==> config.mk <==
export PLATFORM = sky130hd
export DESIGN_NAME = half_duplex_uart_8n1_top
export DESIGN_NICKNAME = d
export VERILOG_FILES = /design/src/rtl/core/hdu_pkg.sv /design/src/rtl/core/hdu_front.sv /design/src/rtl/core/hdu_byte_q.sv /design/src/rtl/core/hdu_engine.sv /design/src/rtl/core/half_duplex_uart_8n1_top.sv
export SDC_FILE = /design/constraint.sdc
export NUM_CORES = 1
export LEC_CHECK = 0
export ABC_AREA = 1
export ABC_CLOCK_PERIOD_IN_PS = 3450
export BUFFER_PORTS_ARGS = -buffer_cell sky130_fd_sc_hd__buf_2
export CAP_MARGIN = 20
export CELL_PAD_IN_SITES_DETAIL_PLACEMENT = 1
export CELL_PAD_IN_SITES_GLOBAL_PLACEMENT = 1
export CORE_MARGIN = 2
export CORE_UTILIZATION = 44
export DETAILED_ROUTE_END_ITERATION = 6
export PLACE_DENSITY_LB_ADDON = 0.1
export SYNTH_ARGS = -nofsm -noshare
export SYNTH_HDL_FRONTEND = slang
export SYNTH_SLANG_ARGS = --single-unit
==> constraint.sdc <==
create_clock -name clk -period 3.45 [get_ports clk]
set_input_delay 0.1725 -clock clk [delete_from_list [all_inputs] [get_ports clk]]
set_output_delay 0.1725 -clock clk [all_outputs]
set_load 0.02 [all_outputs]
==> src/rtl/core/hdu_pkg.sv <==
// ============================================================================
// hdu_pkg: shared types and constants for the half-duplex 8N1 UART
// Word formats for both channels, the command classes passed from the front
// queue to the engine, queue control bundles and register map constants.
// ============================================================================
`default_nettype none

package hdu_pkg;

    // Command codes as they arrive on the input channel
    localparam logic [1:0] CMD_TICK = 2'd0;
    localparam logic [1:0] CMD_SEND = 2'd1;
    localparam logic [1:0] CMD_TAKE = 2'd2;

    // Register map (word index from paddr[2])
    localparam int         PADDR_W          = 3;
    localparam logic       REG_BIT_PERIOD   = 1'b0;
    localparam logic       REG_START_OFFSET = 1'b1;
    localparam logic [15:0] RESET_BIT_PERIOD   = 16'd104;
    localparam logic [15:0] RESET_START_OFFSET = 16'd52;

    // Frame shape: start + 8 data + stop sampled on receive,
    // 8 data + stop shifted out after the start bit on transmit
    localparam logic [3:0] RX_FRAME_BITS = 4'd10;
    localparam logic [3:0] TX_SHIFT_BITS = 4'd9;

    // Classified command handed from the front to the engine
    typedef enum logic [1:0] {
        OP_TICK = 2'd0,
        OP_PUSH = 2'd1,
        OP_POP  = 2'd2,
        OP_NOP  = 2'd3
    } op_t;

    // Input channel word
    typedef struct packed {
        logic [1:0] cmd;
        logic       rx_line;
        logic [7:0] tx_byte;
    } in_word_t;

    // Result channel word
    typedef struct packed {
        logic       tx_line;
        logic [7:0] rx_byte;
        logic       rx_valid;
        logic       tx_accepted;
        logic       rx_overrun;
        logic [4:0] rx_waiting;
        logic [4:0] tx_pending;
        logic       receiving;
        logic       transmitting;
    } out_word_t;

    // Word held in the command queue between front and engine
    typedef struct packed {
        op_t        op;
        logic       rx_line;
        logic [7:0] tx_byte;
    } cmd_word_t;

    // Byte queue control from the engine
    typedef struct packed {
        logic       push;
        logic       pop;
        logic [7:0] data;
    } q_ctl_t;

    // Byte queue status to the engine
    typedef struct packed {
        logic empty;
        logic full;
    } q_stat_t;

endpackage

`default_nettype wire

==> src/rtl/core/hdu_front.sv <==
// ============================================================================
// hdu_front: command intake
// Classifies each input word and holds it in a two-entry queue so the engine
// can stall independently of the input channel.
// ============================================================================
`default_nettype none

module hdu_front (
    input  wire logic               clk,
    input  wire logic               rst_n,
    input  wire logic               in_valid,
    output logic                    in_stall,
    input  wire hdu_pkg::in_word_t  in_data,
    output logic                    cmd_valid,
    output hdu_pkg::cmd_word_t      cmd_word,
    input  wire logic               cmd_pop
);
    import hdu_pkg::*;

    cmd_word_t   entry_reg [2];
    logic        wr_ptr_reg;
    logic        wr_ptr_next;
    logic        rd_ptr_reg;
    logic        rd_ptr_next;
    logic [1:0]  count_reg;
    logic [1:0]  count_next;
    logic        push;
    cmd_word_t   classified;

    // Decode the command into an operation class
    always_comb
    begin
        classified.rx_line = in_data.rx_line;
        classified.tx_byte = in_data.tx_byte;
        unique case (in_data.cmd)
            CMD_TICK: classified.op = OP_TICK;
            CMD_SEND: classified.op = OP_PUSH;
            CMD_TAKE: classified.op = OP_POP;
            default:  classified.op = OP_NOP;
        endcase
    end

    assign in_stall  = (count_reg == 2'd2);
    assign push      = in_valid && !in_stall;
    assign cmd_valid = (count_reg != 2'd0);
    assign cmd_word  = entry_reg[rd_ptr_reg];

    // Pointer and fill bookkeeping
    always_comb
    begin
        wr_ptr_next = push    ? !wr_ptr_reg : wr_ptr_reg;
        rd_ptr_next = cmd_pop ? !rd_ptr_reg : rd_ptr_reg;
        count_next  = count_reg + {1'b0, push} - {1'b0, cmd_pop};
    end

    always_ff @(posedge clk or negedge rst_n)
    begin
        if (!rst_n)
        begin
            wr_ptr_reg <= 1'b0;
            rd_ptr_reg <= 1'b0;
            count_reg  <= 2'd0;
        end
        else
        begin
            wr_ptr_reg <= wr_ptr_next;
            rd_ptr_reg <= rd_ptr_next;
            count_reg  <= count_next;
        end
    end

    // Entry storage
    always_ff @(posedge clk)
    begin
        if (push)
        begin
            entry_reg[wr_ptr_reg] <= classified;
        end
    end

endmodule

`default_nettype wire

==> src/rtl/core/hdu_byte_q.sv <==
// ============================================================================
// hdu_byte_q: byte queue
// Circular buffer in a memory with one write and one registered read port.
// Pop loads the head byte into the read register at the same edge.
// ============================================================================
`default_nettype none

module hdu_byte_q #(
    parameter int DEPTH = 16
) (
    input  wire logic                         clk,
    input  wire logic                         rst_n,
    input  wire hdu_pkg::q_ctl_t              ctl,
    output logic [7:0]                        rd_data,
    output logic [$clog2(DEPTH+1)-1:0]        count,
    output hdu_pkg::q_stat_t                  stat
);
    import hdu_pkg::*;

    localparam int AW = $clog2(DEPTH);
    localparam int CW = $clog2(DEPTH + 1);
    localparam logic [AW-1:0] LAST_PTR = AW'(DEPTH - 1);
    localparam logic [CW-1:0] FULL_CNT = CW'(DEPTH);

    logic [7:0]    mem [DEPTH];
    logic [7:0]    rd_data_reg;
    logic [AW-1:0] head_reg;
    logic [AW-1:0] head_next;
    logic [AW-1:0] tail_reg;
    logic [AW-1:0] tail_next;
    logic [CW-1:0] count_reg;
    logic [CW-1:0] count_next;

    assign rd_data    = rd_data_reg;
    assign count      = count_reg;
    assign stat.empty = (count_reg == '0);
    assign stat.full  = (count_reg == FULL_CNT);

    // Pointer wrap and fill count; push and pop together leave the count
    always_comb
    begin
        head_next  = head_reg;
        tail_next  = tail_reg;
        count_next = count_reg + CW'(ctl.push) - CW'(ctl.pop);
        if (ctl.push)
        begin
            tail_next  = (tail_reg == LAST_PTR) ? '0 : tail_reg + 1'b1;
        end
        if (ctl.pop)
        begin
            head_next  = (head_reg == LAST_PTR) ? '0 : head_reg + 1'b1;
        end
    end

    always_ff @(posedge clk or negedge rst_n)
    begin
        if (!rst_n)
        begin
            head_reg  <= '0;
            tail_reg  <= '0;
            count_reg <= '0;
        end
        else
        begin
            head_reg  <= head_next;
            tail_reg  <= tail_next;
            count_reg <= count_next;
        end
    end

    // Memory write port
    always_ff @(posedge clk)
    begin
        if (ctl.push)
        begin
            mem[tail_reg] <= ctl.data;
        end
    end

    // Memory read port, registered
    always_ff @(posedge clk)
    begin
        if (ctl.pop)
        begin
            rd_data_reg <= mem[head_reg];
        end
    end

endmodule

`default_nettype wire

==> src/rtl/core/hdu_engine.sv <==
// ============================================================================
// hdu_engine: UART bit engine
// Executes one classified command per cycle while the result slot is free
// or draining: bit timer, receive sampler, transmit shifter, queue pushes
// and pops, and the result word register.
`default_nettype none

module hdu_engine #(
    parameter int QUEUE_DEPTH = 16
) (
    input  wire logic                              clk,
    input  wire logic                              rst_n,
    input  wire logic [15:0]                       bit_period,
    input  wire logic [15:0]                       start_offset,
    input  wire logic                              cmd_valid,
    input  wire hdu_pkg::cmd_word_t                cmd_word,
    output logic                                   cmd_pop,
    output hdu_pkg::q_ctl_t                        tx_ctl,
    input  wire logic [7:0]                        tx_rd_data,
    input  wire logic [$clog2(QUEUE_DEPTH+1)-1:0]  tx_count,
    input  wire hdu_pkg::q_stat_t                  tx_stat,
    output hdu_pkg::q_ctl_t                        rx_ctl,
    input  wire logic [7:0]                        rx_rd_data,
    input  wire logic [$clog2(QUEUE_DEPTH+1)-1:0]  rx_count,
    input  wire hdu_pkg::q_stat_t                  rx_stat,
    output logic                                   out_valid,
    input  wire logic                              out_stall,
    output hdu_pkg::out_word_t                     out_data
);
    import hdu_pkg::*;

    localparam int CW = $clog2(QUEUE_DEPTH + 1);

    // Line and mode state
    logic        mode_rx_reg,   mode_rx_next;
    logic        mode_tx_reg,   mode_tx_next;
    logic        line_out_reg,  line_out_next;
    logic        last_rx_reg,   last_rx_next;
    logic [15:0] tick_cnt_reg,  tick_cnt_next;
    logic [9:0]  rx_shift_reg,  rx_shift_next;
    logic [3:0]  rx_left_reg,   rx_left_next;
    logic [8:0]  tx_shift_reg,  tx_shift_next;
    logic [3:0]  tx_left_reg,   tx_left_next;
    logic        tx_fill_reg,   tx_fill_next;
    logic        out_valid_reg, out_valid_next;
    out_word_t   res_reg,       res_next;

    logic          fire;
    logic          was_idle;
    logic          timer_done;
    logic          accepted;
    logic          overrun;
    logic          rx_got;
    logic [8:0]    tx_sh_cur;
    logic [CW-1:0] rx_cnt_post;
    logic [CW-1:0] tx_cnt_post;
    logic [31:0]   rx_cnt_wide;
    logic [31:0]   tx_cnt_wide;

    // One command per cycle whenever the result slot is free or draining
    assign fire       = cmd_valid && (!out_valid_reg || !out_stall);
    assign cmd_pop    = fire;
    assign was_idle   = !mode_rx_reg && !mode_tx_reg;
    assign timer_done = (tick_cnt_reg <= 16'd1);

    // Byte fetched at transmit start arrives from the memory read register in the next cycle
    assign tx_sh_cur = tx_fill_reg ? {1'b1, tx_rd_data} : tx_shift_reg;

    // Command execution
    always_comb
    begin
        mode_rx_next  = mode_rx_reg;
        mode_tx_next  = mode_tx_reg;
        line_out_next = line_out_reg;
        last_rx_next  = last_rx_reg;
        tick_cnt_next = tick_cnt_reg;
        rx_shift_next = rx_shift_reg;
        rx_left_next  = rx_left_reg;
        tx_shift_next = tx_sh_cur;
        tx_left_next  = tx_left_reg;
        tx_fill_next  = tx_fill_reg;
        tx_ctl        = '0;
        rx_ctl        = '0;
        accepted      = 1'b0;
        overrun       = 1'b0;
        rx_got        = 1'b0;
        tx_ctl.data   = cmd_word.tx_byte;
        rx_ctl.data   = rx_shift_next[8:1];

        if (fire)
        begin
            tx_fill_next = 1'b0;
            unique case (cmd_word.op)
                OP_TICK:
                begin
                    // Receive sampler
                    if (mode_rx_reg)
                    begin
                        if (timer_done)
                        begin
                            rx_shift_next = {cmd_word.rx_line, rx_shift_reg[9:1]};
                            rx_left_next  = rx_left_reg - 4'd1;
                            tick_cnt_next = bit_period;
                            if (rx_left_next == 4'd0)
                            begin
                                mode_rx_next  = 1'b0;
                                tick_cnt_next = 16'd0;
                                // Keep frame only with low start and high stop
                                if (!rx_shift_next[0] && rx_shift_next[9])
                                begin
                                    if (rx_stat.full)
                                    begin
                                        overrun = 1'b1;
                                    end
                                    else
                                    begin
                                        rx_ctl.push = 1'b1;
                                    end
                                end
                            end
                        end
                        else
                        begin
                            tick_cnt_next = tick_cnt_reg - 16'd1;
                        end
                    end
                    // Transmit shifter
                    else if (mode_tx_reg)
                    begin
                        if (timer_done)
                        begin
                            if (tx_left_reg != 4'd0)
                            begin
                                line_out_next = tx_sh_cur[0];
                                tx_shift_next = {1'b0, tx_sh_cur[8:1]};
                                tx_left_next  = tx_left_reg - 4'd1;
                                tick_cnt_next = bit_period;
                            end
                            else
                            begin
                                mode_tx_next  = 1'b0;
                                line_out_next = 1'b1;
                                tick_cnt_next = 16'd0;
                            end
                        end
                        else
                        begin
                            tick_cnt_next = tick_cnt_reg - 16'd1;
                        end
                    end

                    // Idle: start edge wins over a queued byte
                    if (was_idle)
                    begin
                        if (last_rx_reg && !cmd_word.rx_line)
                        begin
                            mode_rx_next  = 1'b1;
                            rx_shift_next = 10'd0;
                            rx_left_next  = RX_FRAME_BITS;
                            tick_cnt_next = start_offset;
                        end
                        else if (!tx_stat.empty)
                        begin
                            tx_ctl.pop    = 1'b1;
                            tx_fill_next  = 1'b1;
                            line_out_next = 1'b0;
                            tx_left_next  = TX_SHIFT_BITS;
                            tick_cnt_next = bit_period;
                            mode_tx_next  = 1'b1;
                        end
                    end

                    last_rx_next = cmd_word.rx_line;
                end
                OP_PUSH:
                begin
                    if (!tx_stat.full)
                    begin
                        tx_ctl.push = 1'b1;
                        accepted    = 1'b1;
                    end
                end
                OP_POP:
                begin
                    if (!rx_stat.empty)
                    begin
                        rx_ctl.pop = 1'b1;
                        rx_got     = 1'b1;
                    end
                end
                OP_NOP:
                begin
                end
            endcase
        end
        rx_ctl.data = rx_shift_next[8:1];
    end

    // Queue fill after this command
    assign rx_cnt_post = rx_count + CW'(rx_ctl.push) - CW'(rx_ctl.pop);
    assign tx_cnt_post = tx_count + CW'(tx_ctl.push) - CW'(tx_ctl.pop);
    assign rx_cnt_wide = 32'(rx_cnt_post);
    assign tx_cnt_wide = 32'(tx_cnt_post);

    // Result word (received byte joins from the queue read register)
    always_comb
    begin
        res_next.tx_line      = line_out_next;
        res_next.rx_byte      = 8'h00;
        res_next.rx_valid     = rx_got;
        res_next.tx_accepted  = accepted;
        res_next.rx_overrun   = overrun;
        res_next.rx_waiting   = rx_cnt_wide[4:0];
        res_next.tx_pending   = tx_cnt_wide[4:0];
        res_next.receiving    = mode_rx_next;
        res_next.transmitting = mode_tx_next;
        out_valid_next        = fire ? 1'b1 : (out_valid_reg && out_stall);
    end

    always_ff @(posedge clk or negedge rst_n)
    begin
        if (!rst_n)
        begin
            mode_rx_reg   <= 1'b0;
            mode_tx_reg   <= 1'b0;
            line_out_reg  <= 1'b1;
            last_rx_reg   <= 1'b1;
            tick_cnt_reg  <= 16'd0;
            rx_left_reg   <= 4'd0;
            tx_left_reg   <= 4'd0;
            tx_fill_reg   <= 1'b0;
            out_valid_reg <= 1'b0;
        end
        else
        begin
            mode_rx_reg   <= mode_rx_next;
            mode_tx_reg   <= mode_tx_next;
            line_out_reg  <= line_out_next;
            last_rx_reg   <= last_rx_next;
            tick_cnt_reg  <= tick_cnt_next;
            rx_left_reg   <= rx_left_next;
            tx_left_reg   <= tx_left_next;
            tx_fill_reg   <= tx_fill_next;
            out_valid_reg <= out_valid_next;
        end
    end

    // Shift registers and result payload
    always_ff @(posedge clk)
    begin
        rx_shift_reg <= rx_shift_next;
        tx_shift_reg <= tx_shift_next;
        if (fire)
        begin
            res_reg <= res_next;
        end
    end

    // Output channel
    assign out_valid = out_valid_reg;
    always_comb
    begin
        out_data         = res_reg;
        out_data.rx_byte = res_reg.rx_valid ? rx_rd_data : 8'h00;
    end

    // Half duplex: never both directions at once
    assert property (@(posedge clk) disable iff (!rst_n)
        !(mode_rx_reg && mode_tx_reg))
        else $error("receive and transmit active together");

    // A transmission always opens with the start bit on the line
    assert property (@(posedge clk) disable iff (!rst_n)
        $rose(mode_tx_reg) |-> !line_out_reg)
        else $error("transmit started without a low start bit");

    // Receive bit counter stays within one frame
    assert property (@(posedge clk) disable iff (!rst_n)
        mode_rx_reg |-> (rx_left_reg != 4'd0 && rx_left_reg <= RX_FRAME_BITS))
        else $error("receive bit count out of frame");

    // Pending byte fetch only exists during a transmission
    assert property (@(posedge clk) disable iff (!rst_n)
        tx_fill_reg |-> mode_tx_reg)
        else $error("transmit byte fetch outside a transmission");

endmodule

`default_nettype wire

==> src/rtl/core/half_duplex_uart_8n1_top.sv <==
// ============================================================================
// half_duplex_uart_8n1_top: half-duplex 8N1 UART
// Tick-driven serial transmitter and receiver with byte queues each way,
// a command intake queue, a result register and an APB register port.
// ============================================================================
// The block takes one word per clock while in_stall is low and returns
// exactly one result word per input word, in order. A word passes through
// a two-entry intake queue and the bit engine and appears in the result
// register; with no stall, words stream at one per cycle. Both byte queues
// sit in memories with a registered read port; the byte for a new
// transmission is read on the start-bit tick and loaded into the shifter on
// the next word.
// Program bit_period and start_offset only while no words are in flight.
`default_nettype none

module half_duplex_uart_8n1_top #(
    parameter int QUEUE_DEPTH = 16
) (
    input  wire logic                          clk,
    input  wire logic                          rst_n,
    // APB register port
    input  wire logic                          psel,
    input  wire logic                          penable,
    input  wire logic                          pwrite,
    input  wire logic [hdu_pkg::PADDR_W-1:0]   paddr,
    input  wire logic [31:0]                   pwdata,
    output logic [31:0]                        prdata,
    output logic                               pready,
    // Command channel
    input  wire logic                          in_valid,
    output logic                               in_stall,
    input  wire hdu_pkg::in_word_t             in_data,
    // Result channel
    output logic                               out_valid,
    input  wire logic                          out_stall,
    output hdu_pkg::out_word_t                 out_data
);
    import hdu_pkg::*;

    localparam int CW = $clog2(QUEUE_DEPTH + 1);

    logic [15:0]   bit_period_reg;
    logic [15:0]   start_offset_reg;
    logic          reg_idx;
    logic          cfg_wr;

    logic          cmd_valid;
    cmd_word_t     cmd_word;
    logic          cmd_pop;
    q_ctl_t        tx_ctl;
    q_ctl_t        rx_ctl;
    logic [7:0]    tx_rd_data;
    logic [7:0]    rx_rd_data;
    logic [CW-1:0] tx_count;
    logic [CW-1:0] rx_count;
    q_stat_t       tx_stat;
    q_stat_t       rx_stat;

    // Register port
    assign pready  = 1'b1;
    assign reg_idx = paddr[2];
    assign cfg_wr  = psel && penable && pwrite;

    always_comb
    begin
        unique case (reg_idx)
            REG_BIT_PERIOD:   prdata = {16'h0000, bit_period_reg};
            REG_START_OFFSET: prdata = {16'h0000, start_offset_reg};
        endcase
    end

    always_ff @(posedge clk or negedge rst_n)
    begin
        if (!rst_n)
        begin
            bit_period_reg   <= RESET_BIT_PERIOD;
            start_offset_reg <= RESET_START_OFFSET;
        end
        else if (cfg_wr)
        begin
            unique case (reg_idx)
                REG_BIT_PERIOD:   bit_period_reg   <= pwdata[15:0];
                REG_START_OFFSET: start_offset_reg <= pwdata[15:0];
            endcase
        end
    end

    // Command intake
    hdu_front u_front (
        .clk       (clk),
        .rst_n     (rst_n),
        .in_valid  (in_valid),
        .in_stall  (in_stall),
        .in_data   (in_data),
        .cmd_valid (cmd_valid),
        .cmd_word  (cmd_word),
        .cmd_pop   (cmd_pop)
    );

    // Bit engine
    hdu_engine #(
        .QUEUE_DEPTH (QUEUE_DEPTH)
    ) u_engine (
        .clk          (clk),
        .rst_n        (rst_n),
        .bit_period   (bit_period_reg),
        .start_offset (start_offset_reg),
        .cmd_valid    (cmd_valid),
        .cmd_word     (cmd_word),
        .cmd_pop      (cmd_pop),
        .tx_ctl       (tx_ctl),
        .tx_rd_data   (tx_rd_data),
        .tx_count     (tx_count),
        .tx_stat      (tx_stat),
        .rx_ctl       (rx_ctl),
        .rx_rd_data   (rx_rd_data),
        .rx_count     (rx_count),
        .rx_stat      (rx_stat),
        .out_valid    (out_valid),
        .out_stall    (out_stall),
        .out_data     (out_data)
    );

    // Transmit byte queue
    hdu_byte_q #(
        .DEPTH (QUEUE_DEPTH)
    ) u_tx_q (
        .clk     (clk),
        .rst_n   (rst_n),
        .ctl     (tx_ctl),
        .rd_data (tx_rd_data),
        .count   (tx_count),
        .stat    (tx_stat)
    );

    // Receive byte queue
    hdu_byte_q #(
        .DEPTH (QUEUE_DEPTH)
    ) u_rx_q (
        .clk     (clk),
        .rst_n   (rst_n),
        .ctl     (rx_ctl),
        .rd_data (rx_rd_data),
        .count   (rx_count),
        .stat    (rx_stat)
    );

endmodule

`default_nettype wire

# Word level (Yosys, flattened, before mapping)
# Memories as Yosys holds them, arrays and structs flattened. A register that Yosys moved wholly into a read port is not among the register bits.
# Index checks and enable logic that the tools add are counted.
# word_totals
register_bits	127
ramBits	278
in_bits	53
out_inout_bits	59
elab_cells	178
mem_count	3
# classes
add_sub_neg	13
n_lt_le_gt_ge	1
n_eq_ne	11
n_mux	89
n_bitwise	1
reduce_logical	29
# memory_table
name	words	width	rd	rd_clocked_by_memory_dff	wr	line	source
u_rx_q.mem	16	8	1	1	1	hdu_byte_q.sv:25	logic [7:0] mem [DEPTH];
u_tx_q.mem	16	8	1	1	1	hdu_byte_q.sv:25	
u_front.entry_reg	2	11	1	0	1	hdu_front.sv:20	cmd_word_t entry_reg [2];
# ops
op	n
$mux 16	9
$mux 9	9
$pmux 32 s2	1
$mux 4	15
$mux 1	47
$mux 10	4
$add 4x1->4 const B	4
$eq 4x4->1 const B	4
$le 16x1->1 const B	1
$sub 16x1->16 const B	1
$add 5x1->5	2
$eq 5x5->1 const B	2
$logic_not 5->1	2
$sub 5x1->5	2
$logic_not 1->1	9
$logic_and 1x1->1	8
$mux 8	1
$sub 4x1->4 const B	2
$eq 2x2->1 const B	3
$pmux 2 s3	1
$reduce_and 2->1	3
$reduce_and 5->1	1
$eq 2x1->1 const B	2
$logic_not 2->1	2
8 further kinds	9

# Logic depth before layout (Yosys ltp)
# logic_depth
depth_word	10
depth_mapped	17

# By module
# A second synthesis with hierarchy kept.
# unflattened
cells_unflattened	2187
area_unflattened_um2	20154.3
# by_module_without_submodules
mod	n_inst	cells_each	area_per_inst_um2	seq_area_each_um2
hdu_byte_q	2	659	6670.1	4409.2
hdu_engine	1	569	4127.7	1604.0
half_duplex_uart_8n1_top	1	213	1635.3	808.3
hdu_front	1	87	1051.0	760.7

# Worst setup path after synthesis
# OpenSTA, ideal clock, no wires.
# synth_timing
kind	flip-flop to flip-flop
start	register u_engine.out_valid_reg (netlist: u_engine.out_valid)
end	register u_engine.res_reg, in the netlist u_engine.out_data[6] (data pin)
setup_time_ns	0.270
arrival_ns	3.113
slack_ns	0.068
path_stages_with_launch	15
path_buffers	0
period_less_slack_ns	3.382
cell_sequence	dfrtp_1 nand2_1 o21ai_1 inv_1 nand3_4 inv_4 nand2_1 inv_2 ha_1 inv_1 ha_1 inv_1 fa_1 o21ai_0 xor2_1
# synth_rtl
item	line	source
start: declaration	hdu_engine.sv:45	logic out_valid_reg, out_valid_next;
start signal: assignment	hdu_engine.sv:244	out_valid_reg <= out_valid_next;
end signal: assignment	hdu_engine.sv:255	res_reg <= res_next;
end: declaration	hdu_engine.sv:46	out_word_t res_reg, res_next;

==> reports/results.txt <==
Outcome - finished clean
PwrDens - 728.3 nW/um^2
Pleak - 8.612 nW
Slew HR - 29.48%
Core ar. - 41,670 sq um
GR Util All Layers - 23.06%
Post-CTS setup buffers - 0
Crit Reg-Reg Endpoint - u_engine.out_data[11]
Max Fanout on Critical Path - 7
Unique masters post-synth - 58
I/O Buffers - 76
CP max-delay cell - fa_1
Compound-gate portion of the synthesized area - 10.74%
First-pass iteration count of the detailed router - 5
Via Count - 13,045
CTS sink count - 420
#FFs+latches synth - 420
Reg power frac - 43.0%
Via density - 5.344
Largest net degree at the start of global routing - 71
Setup TNS Final - 0 ns
Residual DRC - 0
Post-synth top area cell - edfxtp_1
Slew @ Worst Pin - 1.058 ns
Mux cell area share after synthesis - 0.4340%
Post-Syn Area - 18,450 sq um
Hold Crit Class - primary input to flop
WL final - 49.37 mm
Async SR Flop Fraction - 21.90%
Die ar. - 43,590 sq um
Required @ worst endpoint - 3.76 ns
Synth top area share - 50.61%
Most frequent CP cell - inv_1
Syn Inst Count - 1,716
Filler cells - 4,514
Post-synth top flop - edfxtp_1
Ports - 112
Fraction of the mapped netlist area in simple logic gates - 15.31%
Fin crit share - 91.81%
CP Cell Sequence - inv_1 > ha_1 > inv_1 > nand2_1 > nand3_1 > nor2_2 > nand2_2 > nor2_1 > nand3_1 > inv_2 > ha_1 > inv_1 > fa_1 > o21ai_0 > xor2_1
Xor and xnor area share after synthesis - 0.9493%
Reg clk slew, reported paths - 0.06 ns
CP top delay family - simple AND/OR/NAND/NOR gates
Initial drt markers - 818
Final number of setup-violating endpoints - 0
Post-CTS resize count - 0
Hold Path End - u_front.wr_ptr_reg
Start of the worst register-to-register path - u_engine.tick_cnt_reg[0]
CP Launch Type - flop
RSZ-0062 raised after global routing - false
Area delta synth->final - 16.23%
Reg2reg path depth - 15
Number of synthesized flops with an enable pin - 311
Gr ovfl total - 0
Hold Path Depth - 5
Initial antenna violation count - 0
Buf+Inv Stages, Crit Path - 4
Fin util - 51.48%
VDD IR max - 0.6529 mV
CP max stage delay - 0.42 ns
Clock root buffer - clkbuf_16
Design area - 21,450 sq um
TritonCTS Buffers - 46
Hold path startpoint - in_valid
Final nets - 1,948
Number of global-route vias before repair - 13,767
Most common cell in the synthesized netlist - nand2_1
Max-cap violations - 0
Clk pwr share - 31.8%
Register area - 11,990 sq um
Internal power - 10.41 mW
Hold Vio Cnt, Final - 0
Antenna diodes - 0
Post-DP HPWL - 32.69 mm
DR WL/cell - 20.23 um
Final cell count without fillers - 2,441
Syn avg cell area - 10.75 sq um
Die Width - 208.8 um
Multi-input gate area - 5529 sq um
Worst-Skew Late Latency - 0.59 ns
Rows - 75
CP arrival - 3.48 ns
CP Class - flop to flop
Starting Density - 44.29%
R2r setup slk - 0.28 ns
Pins over their slew limit - 0
Area after DPL - 19,620 sq um
Gpl congestion - 0.8212
DP Cell Count - 2,325
NetSw - 5.215 mW
Maximum clock path buffer count - 3
Synth warnings - 0
Adder-cell share of the synthesized area - 2.183%
Period minus WS final - 3.167 ns
Register area share after synthesis - 64.99%
Sw Share - 33.38%
Power, Total - 15.62 mW
Fmax - 0.3157 GHz
Top cells by count, synth - nand2_1, edfxtp_1, o21ai_0, nor2_1, inv_1
Comb power frac - 25.1%
Die height - 208.8 um
CTS tree - done
Area contributors post-synth - edfxtp_1, dfrtp_1, nand2_1
Largest family of logic cells by synthesized area - simple AND/OR/NAND/NOR gates
Crit. End Element - flop
Clk_skew - 0.02075 ns
First-pass GRT wire length - 77.38 mm
H-tree levels - 2
Layout cells sized above 1 - 14.20%
Routed Antenna Nets - 0
==> per-stage QoR <==
stage | setup WS, ns | hold slack [ns]
4_1_cts | 0.2733 | 0.03844
5_1_grt | 0.0007252 | 0.09212
6_report | 0.2827 | 0.06168
2_1_floorplan | 0.06757 | -0.1231
3_5_place_dp | 0.2894 | 0.3639
3_3_place_gp | 0.3572 | 0.3606
==> worst reg2reg max path, delay by kind of cell, from the launching register on <==
kind | cells | cell delay, ns
buffers and inverters | 4 | 0.48
XOR/XNOR | 1 | 0.11
flip-flops | 1 | 0.40
adder cells (fa/ha/maj) | 3 | 0.80
AO/OA/AOI/OAI | 1 | 0.23
AND/OR/NAND/NOR | 6 | 0.88
==> kinds of logic after synthesis <==
| family | after synthesis |
|---|---|
| AO/OA/AOI/OAI | 351 |
| XOR/XNOR | 20 |
| AND/OR/NAND/NOR | 653 |
| flip-flops | 420 |
| buffers and inverters | 231 |
| other | 2 |
| multiplexers | 8 |
| adder cells (fa/ha/maj) | 31 |
==> power by group through the flow <==
stage          Combinational [mW]  Sequential, mW  Clock [mW]
6_report                     3.92            6.72        4.97
5_1_grt                      4.43            6.79        5.26
4_1_cts                      4.00            6.73        5.09
3_5_place_dp                 3.95            6.82           0
3_3_place_gp                 3.81            6.81           0
2_1_floorplan                2.54            6.77           0
==> per-layer routing <==
metal	GRT usage (%)	wire length, um
met2	38.15	23600
met3	3.517	2150
met1	31.49	22450
met4	7.192	1166
met5	0	0
==> cell type report <==
type                            count  share of cell area, %
Timing Repair Buffer              173                  5.554
Clock buffer                       61                  5.869
Multi-Input combinational cell   1080                  25.78
Clock inverter                     25                  1.219
Inverter                          143                  2.514
Sequential cell                   420                  55.92
Tap cell                          539                  3.144
==> worst max path at each step <==
stage	startpoint	endpoint	slack, ns	cells after the start
finish	u_engine.tick_cnt_reg[0]	u_engine.out_data[11]	0.28	15
detailed placement	u_engine.tick_cnt_reg[0]	u_engine.out_data[11]	0.29	15
floorplan	u_engine.out_valid	u_engine.out_data[6]	0.07	14
global route	u_engine.tick_cnt_reg[0]	u_engine.out_data[11]	0.0007	15
global placement	u_engine.tick_cnt_reg[0]	u_engine.out_data[11]	0.36	15
CTS	u_engine.tick_cnt_reg[0]	u_engine.out_data[11]	0.27	15
==> what timing repair did <==
item | 4_1_cts | 5_1_grt
hold buffers | 29 | 0
endpoints found under the setup margin | 0 | 0
hold endpoints to repair | 116 | 0
==> cell usage in the layout (no fill, tap or decap), types with 7 or more instances in the layout <==
master	Yosys	layout
a21oi_1	77	77
xor2_1	14	14
mux2i_1	8	8
nand4_1	18	18
dfrtp_1	84	82
conb_1	2	17
nor2_1	158	158
clkinv_1	3	12
clkbuf_16	0	47
o21ai_0	181	181
clkinv_2	0	9
a221oi_1	21	21
dfstp_2	8	8
edfxtp_1	311	311
inv_2	11	11
o22ai_1	25	25
o21ai_1	12	12
nand2_1	366	366
dfxtp_1	17	17
buf_2	7	75
inv_1	128	127
dlygate4sd3_1	0	29
nand3_1	64	64
o21bai_1	9	9
nand2_2	7	7
o221ai_1	10	10
buf_4	19	68
clkbuf_1	54	11
ha_1	29	29
Power figures use the tool's default switching activity.
